==> config.mk <==
export PLATFORM = sky130hd
export DESIGN_NAME = thresholded_top_n_select
export DESIGN_NICKNAME = d
export VERILOG_FILES = /design/src/tns_pkg.sv /design/src/thresholded_top_n_select.sv /design/src/tns_cell.sv /design/src/tns_ctrl.sv
export SDC_FILE = /design/constraint.sdc
export NUM_CORES = 1
export LEC_CHECK = 0
export BUFFER_PORTS_ARGS = -buffer_cell sky130_fd_sc_hd__buf_4
export CORE_ASPECT_RATIO = 0.8
export CORE_MARGIN = 2
export CORE_UTILIZATION = 40
export CTS_CLUSTER_DIAMETER = 50
export DETAILED_ROUTE_END_ITERATION = 12
export HOLD_SLACK_MARGIN = 0.03
export PLACE_DENSITY_LB_ADDON = 0.3
export SLEW_MARGIN = 20
export SYNTH_ARGS = -nofsm -noshare
export SYNTH_HDL_FRONTEND = slang
export SYNTH_SLANG_ARGS = --single-unit
export TNS_END_PERCENT = 1
==> constraint.sdc <==
create_clock -name clk -period 3.3 [get_ports clk]
set_clock_uncertainty 0.15 [all_clocks]
set_input_delay 0.33 -clock clk [delete_from_list [all_inputs] [get_ports clk]]
set_output_delay 0.33 -clock clk [all_outputs]
set_load 0.03 [all_outputs]
==> src/tns_pkg.sv <==
// Package for the thresholded top-N selector.
// Holds sizes, the kept-entry type, the cell command struct and the control state type.
// No dependencies.
package tns_pkg;

	localparam int MAX_KEEP    = 16;
	localparam int MAX_CLASSES = 4096;

	localparam int SCORE_W = 8;
	localparam int INDEX_W = 12;
	localparam int KEEP_W  = 5;
	localparam int POS_W   = $clog2(MAX_CLASSES) + 1;
	localparam int CNT_W   = $clog2(MAX_KEEP + 1);

	localparam logic [KEEP_W-1:0] KEEP_RESET = KEEP_W'(5);
	localparam logic [POS_W-1:0]  POS_LIMIT  = POS_W'(MAX_CLASSES);

	// configuration register indexes
	localparam logic REG_KEEP_COUNT = 1'b0;
	localparam logic REG_MIN_SCORE  = 1'b1;

	typedef struct packed {
		logic [SCORE_W-1:0] score;
		logic [INDEX_W-1:0] index;
		logic               valid;
	} entry_t;

	localparam entry_t EMPTY_ENTRY = '{score: '0, index: '0, valid: 1'b0};

	// command broadcast from the controller to every cell
	typedef struct packed {
		logic               ins;     // insert the new score this cycle
		logic               shift;   // drain: move entries one cell toward the head
		logic               clear;   // end of run: invalidate all cells
		logic [KEEP_W-1:0]  keep;    // effective keep count, 1..MAX_KEEP
		logic [SCORE_W-1:0] score;
		logic [INDEX_W-1:0] index;
	} cell_cmd_t;

	typedef enum logic [1:0] {
		ST_COLLECT = 2'b01,
		ST_DRAIN   = 2'b10
	} state_t;

endpackage

==> src/thresholded_top_n_select.sv <==
// Top level of the thresholded top-N selector: controller plus a chain of sorted cells.
// Depends on tns_pkg, tns_ctrl and tns_cell.
//
// Usage:
//  - s_* channel: one score request per cycle while collecting; tdata[7:0] = score,
//    tlast marks the final score of the vector. Scores are numbered from 0 by arrival.
//  - m_* channel: after the closing request, the kept entries come out best first,
//    one per accepted cycle; tlast marks the final one. If nothing reached the
//    minimum, one request with tuser = 0 and zero data is sent.
//  - cfg port: write keep_count (index 0) or min_score (index 1) between runs.
//  - Throughput: one score per cycle while collecting; each of the first 4096 scores
//    at or above the minimum goes into the 16-cell chain in the cycle it is accepted.
//  - Drain: the first result is valid the cycle after the closing score; s_tready is
//    low while the results drain.
//  - m_tready low holds the head result in place; the chain only shifts on accept.
//  - Reset clears the chain, the position counter and the registers to keep_count 5,
//    min_score 0.
module thresholded_top_n_select
	import tns_pkg::*;
(
	input  logic        clk,
	input  logic        arst_n,
	input  logic        cfg_we,
	input  logic        cfg_index,
	input  logic [7:0]  cfg_data,
	input  logic        s_tvalid,
	output logic        s_tready,
	input  logic [7:0]  s_tdata,   // [7:0] score
	input  logic        s_tlast,   // last_in
	output logic        m_tvalid,
	input  logic        m_tready,
	output logic [23:0] m_tdata,   // [7:0] out_score, [19:8] class_index, [23:20] zero
	output logic        m_tuser,   // entry_valid
	output logic        m_tlast    // last_out
);

	cell_cmd_t cmd;
	entry_t    cells   [MAX_KEEP];
	logic      disp    [MAX_KEEP];
	entry_t    head;
	logic      second_valid;

	assign head         = cells[0];
	assign second_valid = (MAX_KEEP > 1) ? cells[(MAX_KEEP > 1) ? 1 : 0].valid : 1'b0;

	tns_ctrl u_ctrl (
		.clk          (clk),
		.arst_n       (arst_n),
		.cfg_we       (cfg_we),
		.cfg_index    (cfg_index),
		.cfg_data     (cfg_data),
		.in_valid     (s_tvalid),
		.in_score     (s_tdata[SCORE_W-1:0]),
		.in_last      (s_tlast),
		.in_ready     (s_tready),
		.out_valid    (m_tvalid),
		.out_last     (m_tlast),
		.out_ready    (m_tready),
		.head_valid   (head.valid),
		.second_valid (second_valid),
		.cmd          (cmd)
	);

	for (genvar i = 0; i < MAX_KEEP; i++) begin : g_cell
		entry_t prev_e;
		entry_t next_e;
		logic   prev_d;

		if (i == 0) begin : g_head
			assign prev_e = EMPTY_ENTRY;
			assign prev_d = 1'b0;
		end else begin : g_body
			assign prev_e = cells[i-1];
			assign prev_d = disp[i-1];
		end

		if (i == MAX_KEEP - 1) begin : g_tail
			assign next_e = EMPTY_ENTRY;
		end else begin : g_mid
			assign next_e = cells[i+1];
		end

		tns_cell u_cell (
			.clk            (clk),
			.arst_n         (arst_n),
			.cmd            (cmd),
			.cell_pos       (CNT_W'(i)),
			.prev_entry     (prev_e),
			.prev_displaced (prev_d),
			.next_entry     (next_e),
			.entry          (cells[i]),
			.displaced      (disp[i])
		);
	end

	assign m_tuser = head.valid;
	assign m_tdata = {4'b0000,
		head.valid ? head.index : INDEX_W'(0),
		head.valid ? head.score : SCORE_W'(0)};

endmodule

==> src/tns_cell.sv <==
// One cell of the sorted insertion chain: holds one kept entry.
// Depends on tns_pkg.
module tns_cell
	import tns_pkg::*;
(
	input  logic             clk,
	input  logic             arst_n,
	input  cell_cmd_t        cmd,
	input  logic [CNT_W-1:0] cell_pos,
	input  entry_t           prev_entry,
	input  logic             prev_displaced,
	input  entry_t           next_entry,
	output entry_t           entry,
	output logic             displaced
);

	entry_t entry_q;
	logic   trimmed;

	// the new item has the latest index, so it outranks any equal or lower score
	assign displaced = !entry_q.valid || (entry_q.score <= cmd.score);
	assign trimmed   = KEEP_W'(cell_pos) >= cmd.keep;
	assign entry     = entry_q;

	always_ff @(posedge clk or negedge arst_n) begin
		if (!arst_n) begin
			entry_q <= EMPTY_ENTRY;
		end else if (cmd.clear) begin
			entry_q.valid <= 1'b0;
		end else if (cmd.shift) begin
			entry_q <= next_entry;
		end else if (cmd.ins) begin
			if (prev_displaced) begin
				entry_q.score <= prev_entry.score;
				entry_q.index <= prev_entry.index;
			end else if (displaced) begin
				entry_q.score <= cmd.score;
				entry_q.index <= cmd.index;
			end
			if (trimmed) begin
				entry_q.valid <= 1'b0;
			end else if (prev_displaced) begin
				entry_q.valid <= prev_entry.valid;
			end else if (displaced) begin
				entry_q.valid <= 1'b1;
			end
		end
	end

endmodule

==> src/tns_ctrl.sv <==
// Controller of the selector: config registers, arrival position, drain sequencing.
// Depends on tns_pkg.
module tns_ctrl
	import tns_pkg::*;
(
	input  logic               clk,
	input  logic               arst_n,
	input  logic               cfg_we,
	input  logic               cfg_index,
	input  logic [7:0]         cfg_data,
	input  logic               in_valid,
	input  logic [SCORE_W-1:0] in_score,
	input  logic               in_last,
	output logic               in_ready,
	output logic               out_valid,
	output logic               out_last,
	input  logic               out_ready,
	input  logic               head_valid,
	input  logic               second_valid,
	output cell_cmd_t          cmd
);

	logic [KEEP_W-1:0]  keep_q;
	logic [SCORE_W-1:0] min_q;
	logic [POS_W-1:0]   pos_q;
	logic [CNT_W-1:0]   cnt_q;
	state_t             state_q;
	logic [KEEP_W-1:0]  keep_eff;
	logic               in_acc;
	logic               out_acc;

	always_comb begin
		keep_eff = keep_q;
		if (keep_q == '0) begin
			keep_eff = KEEP_W'(1);
		end else if (keep_q > KEEP_W'(MAX_KEEP)) begin
			keep_eff = KEEP_W'(MAX_KEEP);
		end
	end

	assign in_ready  = (state_q == ST_COLLECT);
	assign out_valid = (state_q == ST_DRAIN);
	assign in_acc    = in_valid && in_ready;
	assign out_acc   = out_valid && out_ready;

	// an empty head is the single "nothing qualified" request
	assign out_last = !head_valid || !second_valid
		|| (KEEP_W'(cnt_q) == keep_eff - KEEP_W'(1));

	always_comb begin
		cmd.ins   = in_acc && (pos_q < POS_LIMIT) && (in_score >= min_q);
		cmd.shift = out_acc && !out_last;
		cmd.clear = out_acc && out_last;
		cmd.keep  = keep_eff;
		cmd.score = in_score;
		cmd.index = pos_q[INDEX_W-1:0];
	end

	always_ff @(posedge clk or negedge arst_n) begin
		if (!arst_n) begin
			keep_q <= KEEP_RESET;
			min_q  <= '0;
		end else if (cfg_we) begin
			case (cfg_index)
				REG_KEEP_COUNT: keep_q <= cfg_data[KEEP_W-1:0];
				REG_MIN_SCORE:  min_q  <= cfg_data[SCORE_W-1:0];
				default: ;
			endcase
		end
	end

	always_ff @(posedge clk or negedge arst_n) begin
		if (!arst_n) begin
			state_q <= ST_COLLECT;
			pos_q   <= '0;
			cnt_q   <= '0;
		end else begin
			case (state_q)
				ST_COLLECT: begin
					if (in_acc) begin
						if (in_last) begin
							pos_q   <= '0;
							cnt_q   <= '0;
							state_q <= ST_DRAIN;
						end else if (pos_q < POS_LIMIT) begin
							pos_q <= pos_q + POS_W'(1);
						end
					end
				end
				ST_DRAIN: begin
					if (out_acc) begin
						cnt_q <= cnt_q + CNT_W'(1);
						if (out_last) begin
							state_q <= ST_COLLECT;
						end
					end
				end
				default: state_q <= ST_COLLECT;
			endcase
		end
	end

endmodule

### Yosys cells after proc, flatten, opt, wreduce, memory -nomap -nowiden

Cells that the tools add are included.

| word-level totals | value |
|---|---|
| flip-flop bits (word level) | 369 |
| latch bits | 0 |
| memory bits (writable) | 0 |
| memory bits (read-only) | 0 |
| input bits | 23 |
| output and inout bits | 28 |
| memories kept | 0 |

| cells by class | value |
|---|---|
| add/subtract/negate cells | 3 |
| multipliers | 0 |
| div/mod/pow operators | 0 |
| order comparisons | 35 |
| equality and inequality tests | 7 |
| shift-type cells | 0 |
| muxes and demuxes | 141 |
| bitwise operators | 2 |
| reductions and logical operators | 115 |

Operators by type and width:

| operator | number |
|---|---|
| two-way mux 21 bit | 32 |
| two-way mux 20 bit | 31 |
| <= comparator 8 bit | 16 |
| nonzero test 5 bit | 15 |
| two-way mux 1 bit | 63 |
| AND reduction 3 bit | 17 |
| nonzero test 3 bit | 16 |
| greater-or-equal comparator 4 x 5 -> 1 bit (first input constant) | 8 |
| AND reduction 2 bit | 18 |
| two-way mux 13 bit | 2 |
| two-way mux 5 bit | 5 |
| greater-or-equal comparator 3 x 5 -> 1 bit (first input constant) | 4 |
| logical OR 1 bit | 18 |
| zero test 1 bit | 17 |
| adder 13 x 1 -> 13 bit (second input constant) | 1 |
| less-than comparator 13 bit (second input constant) | 1 |
| two-way mux 12 bit | 1 |
| greater-or-equal comparator 1 x 5 -> 1 bit (first input constant) | 2 |
| greater-or-equal comparator 2 x 5 -> 1 bit (first input constant) | 2 |
| case mux 5 bit (2 select lines) | 1 |
| greater-or-equal comparator 8 bit | 1 |
| two-way mux 2 bit | 4 |
| two-way mux 8 bit | 1 |
| != test 2 bit (second input constant) | 4 |
| 13 further kinds | 23 |

### Depth between registers and ports, before layout

Gate-level depths: netlist (run 1).

| depth | value |
|---|---|
| depth in word-level cells | 10 |
| mapped depth | 14 |
| depth with buffers taken out | 10 |

### Hierarchy

Synthesis (run 1) repeated with hierarchy kept, for this count alone.

| unflattened totals | value |
|---|---|
| cell total of the unflattened synthesis | 3712 |
| area, all modules | 32995.4 µm² |

Modules (own cells, without submodules):

| module | instances | cells each | area each (µm²) | seq. area each (µm²) |
|---|---|---|---|---|
| tns_cell at g_cell[0].u_cell ... | 13 | 234 | 2008.2 | 525.5 |
| tns_cell at g_cell[7].u_cell ... | 3 | 144 | 1556.5 | 525.5 |
| tns_ctrl | 1 | 210 | 2028.2 | 829.5 |
| thresholded_top_n_select | 1 | 28 | 191.4 | 0.0 |

### Worst setup path before layout (run 1)

No wires, ideal clock.

| timing | value |
|---|---|
| path kind | in2reg |
| start point | input port s_tdata[1] |
| end point | register g_cell[2].u_cell.entry_q, in the netlist g_cell[2].u_cell.entry[0] |
| arrival time | 3.013 ns |
| required time | 3.027 ns |
| slack | 0.013 ns |
| stages on the path | 13 |
| buffers on the path | 4 |
| path through | clkbuf_1 -> clkbuf_1 -> inv_1 -> ha_1 -> nor2b_1 -> o211ai_1 -> a211oi_1 -> or2_2 -> clkbuf_1 -> clkbuf_1 -> o211ai_1 -> a211oi_1 -> nor2_1 |

| on the way | value |
|---|---|
| longest elaborated chain between the ends | 7 |

Ends and longest elaborated chain:

| what | RTL line | RTL |
|---|---|---|
| start: declaration | thresholded_top_n_select.sv:28 | `input logic [7:0] s_tdata,` |
| <= comparator 8 bit | tns_cell.sv:21 | `assign displaced = !entry_q.valid \|\| (entry_q.score <= cmd.score);` |
| logical OR 1 bit | tns_cell.sv:21 |  |
| two-way mux 1 bit | tns_cell.sv:42 | `end else if (prev_displaced) begin` |
| two-way mux 1 bit | tns_cell.sv:40 | `if (trimmed) begin` |
| two-way mux 21 bit | tns_cell.sv:32 | `end else if (cmd.ins) begin` |
| two-way mux 21 bit | tns_cell.sv:30 | `end else if (cmd.shift) begin` |
| two-way mux 1 bit | tns_cell.sv:28 | `end else if (cmd.clear) begin` |
| end signal: assignment | tns_cell.sv:31 | `entry_q <= next_entry;` |
| end: declaration | tns_cell.sv:17 | `entry_t entry_q;` |

Several ways; a longest one is shown, not always the timed one. The select of a mux whose other input is x is not followed.
A chain may end at the register's enable or synchronous reset.

### Worst setup path in the final report (run 1)

| timing | value |
|---|---|
| start point | register u_ctrl.keep_q[2] |
| end point | output port m_tlast |

| on the way | value |
|---|---|
| longest elaborated chain between the ends | 6 |

Ends and longest elaborated chain:

| what | RTL line | RTL |
|---|---|---|
| start: declaration | tns_ctrl.sv:23 | `logic [KEEP_W-1:0] keep_q;` |
| start signal: assignment | tns_ctrl.sv:65 | `REG_KEEP_COUNT: keep_q <= cfg_data[KEEP_W-1:0];` |
| greater-than comparator 5 bit | tns_ctrl.sv:36 | `end else if (keep_q > KEEP_W'(MAX_KEEP)) begin` |
| two-way mux 5 bit | tns_ctrl.sv:36 |  |
| two-way mux 5 bit (*) | tns_ctrl.sv:34 | `if (keep_q == '0) begin` |
| subtractor 5 x 1 -> 5 bit (*) | tns_ctrl.sv:48 | `\|\| (KEEP_W'(cnt_q) == keep_eff - KEEP_W'(1));` |
| == test 5 bit (*) | tns_ctrl.sv:48 |  |
| logical OR 1 bit (*) | tns_ctrl.sv:48 |  |
| end: declaration | thresholded_top_n_select.sv:34 | `output logic m_tlast` |

Every way passes the cells marked *; elsewhere a longest branch is shown, timed or not.

==> results.md, run 1 <==
- Status: finished clean
- Multi-input logic area: 12700 um2
- Syn_area_per_cell: 8.85 um2
- Wire length per cell: 21.7 um
- Layout Nets: 2777
- Final min period: 3.15 ns
- TritonRoute pass-1 iters: 5
- Power Density: 927 nW/um2
- Vias: 21500
- FMAX: 0.318 GHz
- Total grt overflow: 0
- Pre-CTS WS: 0.228 ns
- Synth cell types: 61
- Setup crit end kind: primary output
- Initial antenna violation count: 0
- Worst Tran Pin Value: 1.06 ns
- Ant. Diodes: 0
- Post-synth top cells: dfrtp_1 (366), o21ai_0 (358), nor2_1 (331), nor3_1 (271), o221a_2 (220)
- CP Launch Type: flip-flop
- Flops & latches, synth: 369
- Final period util: 0.954
- Async set-or-reset flop fraction in the synthesized netlist: 1.00
- Via density per instance: 6.31
- First-pass GRT wire length: 120000 um
- Max-slew violation count: 0
- Reg-to-Reg Start: u_ctrl.keep_q[2]
- Final setup fails: 0
- Layout cells sized above 1: 0.205
- Hold WC Path Type: in -> reg
- CTS tree: yes
- Synthesized area: 23200 um2
- Clock network power share: 0.199
- Fillcell total: 5389
- Hpwl dp: 51100 um
- Min-delay src: s_tlast
- Combinational share of power: 0.449
- Sequential Area: 9240 um2
- Main flop type after synthesis: dfrtp_1
- Hold EP: u_ctrl.pos_q[9]
- Rel. slew slack: 0.295
- Crit-path slowest cell: dfstp_2
- Largest family of logic cells by synthesized area: compound AO/OA/AOI/OAI gates
- Synth Area in XOR/XNOR: 0.00340
- Port Buffer Count: 46
- Critical-path cell list: nor3_1, o21ai_2, ha_2, nor4b_4, a21oi_1, xor2_1, a41oi_2, buf_4, inv_1, buf_4
- Leak Pwr: 10.5 nW
- Cell internal pwr: 14.3 mW
- Fin. Hold Viols: 0
- Clk_lat worst skew: 0.57 ns
- Total negative slack: 0 ns
- CTS Buffer Depth: 3
- MaxCap Viol Count: 0
- Number of enable flip-flop cells after synthesis: 0
- Unrepaired setup endpoints after global routing: no
- Die width: 273 um
- P_sw: 10.4 mW
- Clock sink count: 369
- Core area: 57000 um2
- Setup ws final: 0.151 ns
- Sequential share of power: 0.352
- Yosys top cell by area: dfrtp_1
- DRC violations left: 0
- Hold path depth: 3
- R2r setup slk: 0.27 ns
- Net Sw Frac: 0.421
- Synth Area in Simple Gates: 0.179
- Area grow syn2layout: 15.1%
- Worst Setup Path Type: reg -> out
- CTS Buf Count: 43
- Maximum vdd drop: 0.593 mV
- GR Util All Layers: 0.246
- Final wirelength: 73900 um
- Synth Area in Compound Gates: 0.265
- Die extent in y: 219 um
- Row cnt: 78
- Count leader, synth: dfrtp_1
- Share of the synthesized area in the top cell type: 0.396
- Reg2Reg Depth: 13
- Vias in the first global route: 21200
- Post-Syn Instances: 2618
- Final RePlAce weighted congestion: 0.899
- Starting density of the core: 0.406
- Most common cell on crit path: buf_4
- DRT iter0 DRCs: 2587
- Post-synthesis mux area share: 0.0223
- Top post-synthesis cells by area: dfrtp_1 (40%), o221a_2 (11%), o21ai_0 (7.7%), ha_1 (7.6%), nor3_1 (5.9%)
- Clock Tree Root: clkbuf_16
- Seq/Total Area, Yosys: 0.399
- I/O pin cnt: 51
- RR Endpoint: g_cell[7].u_cell.entry[5]
- CTS H-Tree Depth: 2
- Largest net degree at the start of global routing: 81
- Register clock-pin slew on the reported worst setup and hold paths: 0.06 ns
- Die Area: 59800 um2
- Worst-path maximum fanout: 4
- Critical path arrival: 2.67 ns
- Synth Area in Adders: 0.0762
- Detail Route Antenna Nets: 0
- Number of synthesis warnings: 0
- Slowest stage delay, CP: 0.53 ns
- Worst Path Required: 2.82 ns
[flip-flops by register name, indices dropped and copies added (netlist names)]
signal               cells
u_ctrl.keep_q            5
u_ctrl.state_q           2
u_ctrl.min_q             8
u_ctrl.cnt_q             5
g_cell.u_cell.entry    336
u_ctrl.pos_q            13
[metal layers]
layer / track usage / up-vias / wire length, um
met1: 0.377 / 10600 / 35400
met5: 0 / - / 0
met2: 0.351 / 969 / 30700
li1: - / 9752 / -
met4: 0.0650 / 0 / 1510
met3: 0.0463 / 117 / 6210
[cells in the final DEF, fill, tap and decap left out, types with 25 or more instances in the layout]
cell type and n:
inv_1 41, o22ai_1 25, nor3_1 271, buf_12 43, nor2_1 330, o21a_1 25
clkbuf_16 43, o21ai_0 358, mux2i_1 38, buf_4 155, ha_1 140, and4_1 25
dfrtp_1 366, a21oi_1 95, a211oi_1 49, nand2_1 126, o221a_2 220
[worst max-delay path: cells and delay by family, from the launching register on]
family	cells	cell delay, ns
xor gates and xnor gates	1	0.16
buffers and inverters	3	0.43
adders and majority gates	1	0.25
AOI/OAI and AO/OA	3	0.49
DFF	1	0.53
and+or+nand+nor	2	0.28
[cells by family (layout without fill, tap and decap cells)]
kind of cell / Yosys count / after routing
AND/OR/NAND/NOR: 883 / 883
AO/OA/AOI/OAI: 860 / 860
flip-flops: 369 / 369
buffers and inverters: 305 / 329
adder cells (fa/ha/maj): 141 / 141
multiplexers: 50 / 50
XOR/XNOR: 9 / 9
other: 1 / 4
[worst max-delay path by stage]
| stage | startpoint | end | slack, ns | depth (start not counted) |
|---|---|---|---|---|
| CTS | u_ctrl.keep_q[2] | m_tlast | 0.02 | 10 |
| global placement | s_tdata[2] | g_cell[11].u_cell.entry[16] | 0.33 | 11 |
| finish | u_ctrl.keep_q[2] | m_tlast | 0.15 | 10 |
| global route | u_ctrl.keep_q[2] | m_tlast | 0.006 | 10 |
| floorplan | s_tdata[1] | g_cell[2].u_cell.entry[0] | 0.01 | 13 |
| detailed placement | s_tdata[2] | g_cell[9].u_cell.entry[6] | 0.23 | 12 |
[through the flow]
stage                     instances   util  hold slack [ns]  cell area (um2)  total power, mW
after detailed placement       3314  0.440            0.235            25100             19.6
after floorplan                2621      -           -0.116            23200             15.5
after global routing           3405  0.468            0.115            26700             26.5
final                          3405  0.468           0.0962            26700             24.7
after global placement         3314  0.440            0.234            25100             19.1
after CTS                      3402  0.467           0.0820            26600             24.6
[power by group through the flow]
| stage | Clock, mW | Combinational, mW | Sequential [mW] |
|---|---|---|---|
| 2_1_floorplan | 0 | 7.70 | 7.83 |
| 3_3_place_gp | 0 | 10.5 | 8.63 |
| 3_5_place_dp | 0 | 10.9 | 8.68 |
| 4_1_cts | 4.99 | 11.0 | 8.63 |
| 5_1_grt | 5.20 | 12.3 | 8.94 |
| 6_report | 4.92 | 11.1 | 8.71 |
[area by class of cell]
| type | count | share of cell area |
|---|---|---|
| sequential | 369 | 0.346 |
| timing repair buffer | 210 | 0.0806 |
| clock inverter | 20 | 0.00831 |
| multi-input combinational | 1947 | 0.478 |
| tap | 760 | 0.0357 |
| clock buffer | 57 | 0.0453 |
| inverter | 42 | 0.00596 |
[repair_timing]
item                       4_1_cts  5_1_grt
buffers inserted                 0        3
gates resized for setup          1        1
setup endpoints to repair        1        1
pin swaps                        1        2
gates cloned                     0        0
hold endpoints to repair        85        0
hold buffers                    11        0
(Power assumes the default switching activity.)
==> inputs of run 2 (changes only) <==
==> constraint.sdc (replaced) <==
create_clock -name clk -period 3.7 [get_ports clk]
set_clock_uncertainty 0.15 [all_clocks]
set_input_delay 0.37 -clock clk [delete_from_list [all_inputs] [get_ports clk]]
set_output_delay 0.37 -clock clk [all_outputs]
set_load 0.03 [all_outputs]
==> run 2 against run 1 <==
Effect of this change: sequential share of layout area rose by 0.36 points; critical path type unchanged; first-iteration DRC count decreased by 2.4%; flip-flop and latch count unchanged; sequential power decreased by 11%; critical endpoint unchanged; non-clock buffer count decreased by 14; die area is the same; cell count shrank 0.41%; worst hold slack lost 0.024 ns; largest power group unchanged; combinational power is 12% lower.
==> results.md, run 2 (synthesis gave the netlist of run 1 again) <==
- Status: finished clean
- Cell Count, Final, Fillers Out: 3391
- CP Launch Type: flip-flop
- Leak Pwr: 10.4 nW
- CTS Buffer Depth: 3
- Largest net degree at the start of global routing: 118
- P_sw: 9.31 mW
- First-pass GRT wire length: 120000 um
- Critical path arrival: 2.90 ns
- Dpl cell area: 24800 um2
- I/O pin cnt: 51
- Final period util: 0.923
- CTS H-Tree Depth: 2
- Critical-path cell list: nor3_1, o21ai_2, ha_1, nor4b_4, a21oi_1, xor2_1, a41oi_2, buf_4, inv_1, buf_4
- Slowest stage delay, CP: 0.53 ns
- Cell internal pwr: 12.7 mW
- Worst-path maximum fanout: 4
- Vias in the first global route: 21100
- Most common cell on crit path: buf_4
- MaxCap Viol Count: 0
- Hold path depth: 3
- CTS Buf Count: 42
- Final Cell Area: 26400 um2
- Clk_lat worst skew: 0.58 ns
- CTS tree: yes
- Final wirelength: 74700 um
- Vias: 21600
- Delay-heaviest family, CP: compound AO/OA/AOI/OAI gates
- Wire length per cell: 22.0 um
- Largest register FFs: 336
- Total grt overflow: 0
- Cts repair resizes: 0
- WP depth: 10
- Most common cell after layout, fill and taps aside: dfrtp_1
- TritonRoute pass-1 iters: 5
- DRC violations left: 0
- Layout cells sized above 1: 0.201
- Starting density of the core: 0.406
- Register clock-pin slew on the reported worst setup and hold paths: 0.06 ns
- DRT iter0 DRCs: 2524
- Die Area: 59800 um2
- Max-slew violation count: 0
- Worst Setup Path Type: reg -> out
- Cell count after placement: 3304
- Most frequent cells in the layout: dfrtp_1 (366), o21ai_0 (358), nor2_1 (330)
- Total negative slack: 0 ns
- Rel. slew slack: 0.298
- Final min period: 3.42 ns
- Worst Tran Pin Value: 1.05 ns
- Hold WC Path Type: in -> reg
- Layout Nets: 2762
- Core area: 57000 um2
- Worst Path Buf+Inv: 3
- Row cnt: 78
- Setup crit end kind: primary output
- Final setup fails: 0
- Via density per instance: 6.36
- Clock Tree Root: clkbuf_16
- Port Buffer Count: 46
- Detail Route Antenna Nets: 0
- Combinational share of power: 0.443
- Core Util, Final: 0.463
- Maximum vdd drop: 0.541 mV
- Die extent in y: 219 um
- Reg2Reg Depth: 10
- Clock sink count: 369
- Initial antenna violation count: 0
- FMAX: 0.293 GHz
- Area grow syn2layout: 14.0%
- Power Density: 833 nW/um2
- Final RePlAce weighted congestion: 0.916
- Clock network power share: 0.203
- Worst Path Required: 3.18 ns
- Net Sw Frac: 0.423
- Crit-path slowest cell: dfstp_2
- Die width: 273 um
- Hpwl dp: 51700 um
- Ant. Diodes: 0
- Unrepaired setup endpoints after global routing: no
- GR Util All Layers: 0.248
- Sequential share of power: 0.354
- Fin. Hold Viols: 0
[run 2: cell types whose count changed in the layout (fill, tap and decap cells not counted), sizes merged]
cell | before | now
buf | 199 | 186
bufinv | 3 | 4
clkbuf | 57 | 59
clkinvlp | 3 | 2
dlygate4sd3 | 11 | 10
inv | 47 | 45
[run 2: through the flow]
| step | hold WS, ns | worst slack, ns | power, mW |
|---|---|---|---|
| floorplan | -0.0756 | 0.373 | 13.9 |
| global placement | 0.342 | 0.280 | 16.9 |
| detailed placement | 0.344 | 0.241 | 17.3 |
| CTS | 0.0540 | 0.291 | 21.8 |
| global route | 0.0918 | 0.124 | 23.4 |
| finish | 0.0718 | 0.284 | 22.0 |
[run 2: routing by layer]
layer	part of all wire	up-vias	wire length, um	track usage
met5	0	-	0	0
li1	-	9722	-	-
met4	0.021	0	1580	0.0672
met3	0.082	123	6130	0.0463
met2	0.41	874	30900	0.356
met1	0.48	10800	36200	0.378
[run 2: worst paths after layout]
path / startpoint / endpoint / slack, ns
worst min-delay path: s_tdata[2] / g_cell[14].u_cell.entry[15] / 0.07
worst max-delay path: u_ctrl.keep_q[2] / m_tlast / 0.28
worst max register to register: u_ctrl.keep_q[2] / g_cell[13].u_cell.entry[9] / 0.29
max in group asynchronous: arst_n / g_cell[1].u_cell.entry[10] / 2.06
min in group asynchronous: arst_n / g_cell[15].u_cell.entry[17] / 0.32
worst min register to register: g_cell[1].u_cell.entry[12] / g_cell[0].u_cell.entry[12] / 0.35
[run 2: timing repair]
| action | 4_1_cts | 5_1_grt |
|---|---|---|
| endpoints found under the hold margin | 110 | 0 |
| buffers inserted | 0 | 0 |
| hold buffers | 10 | 0 |
[run 2: layout make-up]
type                    count  area, um2
clock buffers              59       1220
clock inverters            18        228
fillers                  5324      30600
inverters                  42        158
multi-input cells        1947      12700
flip-flops and latches    369       9240
well taps                 760        951
repair buffers            196       1850
[run 2: worst register-to-register path, delay by kind of cell, from the launching register on]
kind            cells  cell delay [ns]
flops               1             0.53
fa+ha+maj           1             0.29
compound gates      5             1.68
simple gates        3             0.54
xor+xnor            1             0.16
[run 2: power groups by stage]
stage               registers [mW]  logic, mW  clock network [mW]
detailed placement            7.74       9.54                   0
CTS                           7.71       9.58                4.51
global placement              7.70       9.19                   0
finish                        7.79       9.73                4.47
floorplan                     6.98       6.87                   0
global route                  7.99       10.8                4.68
==> inputs of run 3 (changes only) <==
--- a/config.mk
+++ b/config.mk
@@ -5,12 +5,12 @@
 export SDC_FILE = /design/constraint.sdc
 export NUM_CORES = 1
 export LEC_CHECK = 0
-export BUFFER_PORTS_ARGS = -buffer_cell sky130_fd_sc_hd__buf_4
 export CORE_ASPECT_RATIO = 0.8
 export CORE_MARGIN = 2
 export CORE_UTILIZATION = 40
 export CTS_CLUSTER_DIAMETER = 50
 export DETAILED_ROUTE_END_ITERATION = 12
+export DONT_BUFFER_PORTS = 1
 export HOLD_SLACK_MARGIN = 0.03
 export PLACE_DENSITY_LB_ADDON = 0.3
 export SLEW_MARGIN = 20
==> run 3 against run 2 <==
Effect of this change: the run now ends with negative hold slack left; power down 2.7%; via count decreased by 1.4%; final area shrank 2.5%; first-iteration DRC count up 1.5%; critical endpoint is now g_cell[8].u_cell.entry[6]; highest routed layer unchanged.
==> results.md, run 3 (synthesis gave the netlist of run 1 again) <==
- Status: complete, but fails checks
- Failing checks: negative hold slack
- GR Util All Layers: 0.252
- Hold-fix buffers, CTS: 25
- Clk_lat worst skew: 0.55 ns
- Cts repair resizes: 0
- Pre-CTS WS: 0.275 ns
- Wire length per cell: 22.8 um
- Reg-to-Reg Start: u_ctrl.keep_q[1]
- Worst Setup Path Type: reg -> reg
- Worst-path maximum fanout: 20
- Crit path capture: g_cell[8].u_cell.entry[6]
- Rel. slew slack: 0.195
- Fin. Hold Viols: 369
- Final Power: 21.4 mW
- CTS Buf Count: 41
- Die width: 273 um
- Unrepaired setup endpoints after global routing: no
- Hold slack: -0.632 ns
- Final period util: 0.931
- Net Sw Frac: 0.423
- Most common cell after layout, fill and taps aside: dfrtp_1
- Initial antenna violation count: 2
- Clock sink count: 369
- Vias in the first global route: 20900
- Critical path arrival: 3.73 ns
- Maximum vdd drop: 0.480 mV
- FMAX: 0.290 GHz
- Delay-heaviest family, CP: simple AND/OR/NAND/NOR gates
- Area grow syn2layout: 11.1%
- I/O pin cnt: 51
- Ant. Diodes: 0
- Crit-path slowest cell: nand2_1
- Final min period: 3.45 ns
- MaxCap Viol Count: 0
- Sequential share of power: 0.367
- Hpwl dp: 48500 um
- Setup ws final: 0.254 ns
- Clock network power share: 0.198
- Reg2Reg Depth: 10
- Total negative slack: 0 ns
- WP depth: 10
- Largest register FFs: 336
- Setup crit end kind: flip-flop
- P_sw: 9.04 mW
- Max-slew violation count: 0
- Most frequent cells in the layout: dfrtp_1 (366), o21ai_0 (358), nor2_1 (330)
- CTS tree: yes
- Post-CTS setup buffers: 0
- Row cnt: 78
- Hold WC Path Type: in -> async
- CTS Buffer Depth: 3
- Layout cells sized above 1: 0.171
- Worst Tran Pin Value: 1.21 ns
- Critical-path cell list: nor3_1, o21ai_2, ha_1, nor4b_4, a21oi_1, xor2_1, a41oi_2, nand2_4, nand2_1, o221a_2
- Register clock-pin slew on the reported worst setup and hold paths: 0.06 ns
- Vias: 21300
- Leak Pwr: 9.95 nW
- Die Area: 59800 um2
- Final wirelength: 75600 um
- Final RePlAce weighted congestion: 0.875
- CP Launch Type: flip-flop
- Worst Path Required: 3.99 ns
- R2r setup slk: 0.25 ns
- Starting density of the core: 0.406
- Layout Nets: 2695
- Crit. Startpoint: u_ctrl.keep_q[1]
- First-pass GRT wire length: 121000 um
- Largest net degree at the start of global routing: 370
- Power Density: 831 nW/um2
- RR Endpoint: g_cell[8].u_cell.entry[6]
- Slowest stage delay, CP: 0.54 ns
- CTS H-Tree Depth: 2
- TritonRoute pass-1 iters: 5
- Cell internal pwr: 12.4 mW
- DRT iter0 DRCs: 2561
- Via density per instance: 6.40
- Total grt overflow: 0
- Detail Route Antenna Nets: 0
- Port Buffer Count: 0
- Die extent in y: 219 um
- DRC violations left: 0
- Clock Tree Root: clkbuf_16
- Final setup fails: 0
- Combinational share of power: 0.435
- Worst Path Buf+Inv: 0
- Core area: 57000 um2
-- run 3: cell type report --
cell class	instances	area (um2)
Tap cell	760	951
Fill cell	5419	31300
Timing Repair Buffer	130	1290
Sequential cell	369	9240
Multi-Input combinational cell	1947	12700
Inverter	42	158
Clock buffer	62	1220
Clock inverter	12	150
-- run 3: power by group through the flow --
stage | clock [mW] | sequential, mW | combinational, mW
2_1_floorplan | 0 | 6.98 | 6.87
3_3_place_gp | 0 | 7.78 | 8.70
3_5_place_dp | 0 | 7.79 | 9.07
4_1_cts | 4.30 | 7.77 | 9.16
5_1_grt | 4.46 | 8.04 | 10.3
6_report | 4.25 | 7.85 | 9.30
-- run 3: worst min path at each step --
stage	startpoint	to	slack, ns
finish	arst_n	u_ctrl.cnt_q[2]	-0.63
global route	arst_n	u_ctrl.cnt_q[2]	-0.64
CTS	arst_n	u_ctrl.min_q[0]	-0.64
detailed placement	arst_n	u_ctrl.cnt_q[2]	-0.07
global placement	arst_n	u_ctrl.cnt_q[2]	-0.07
floorplan	arst_n	g_cell[0].u_cell.entry[0]	-0.08
-- run 3: metrics by stage --
step / instances / utilization / instance area, um2
2_1_floorplan: 2621 / - / 23200
3_3_place_gp: 3223 / 0.423 / 24100
3_5_place_dp: 3223 / 0.423 / 24100
4_1_cts: 3322 / 0.452 / 25700
5_1_grt: 3322 / 0.452 / 25700
6_report: 3322 / 0.452 / 25700
-- run 3: layer usage --
| layer | up-vias | GRT usage | routed length [um] |
|---|---|---|---|
| met5 | - | 0 | 0 |
| met4 | 0 | 0.0663 | 1800 |
| met3 | 132 | 0.0411 | 6450 |
| met2 | 917 | 0.369 | 31900 |
| met1 | 10600 | 0.382 | 35500 |
| li1 | 9561 | - | - |
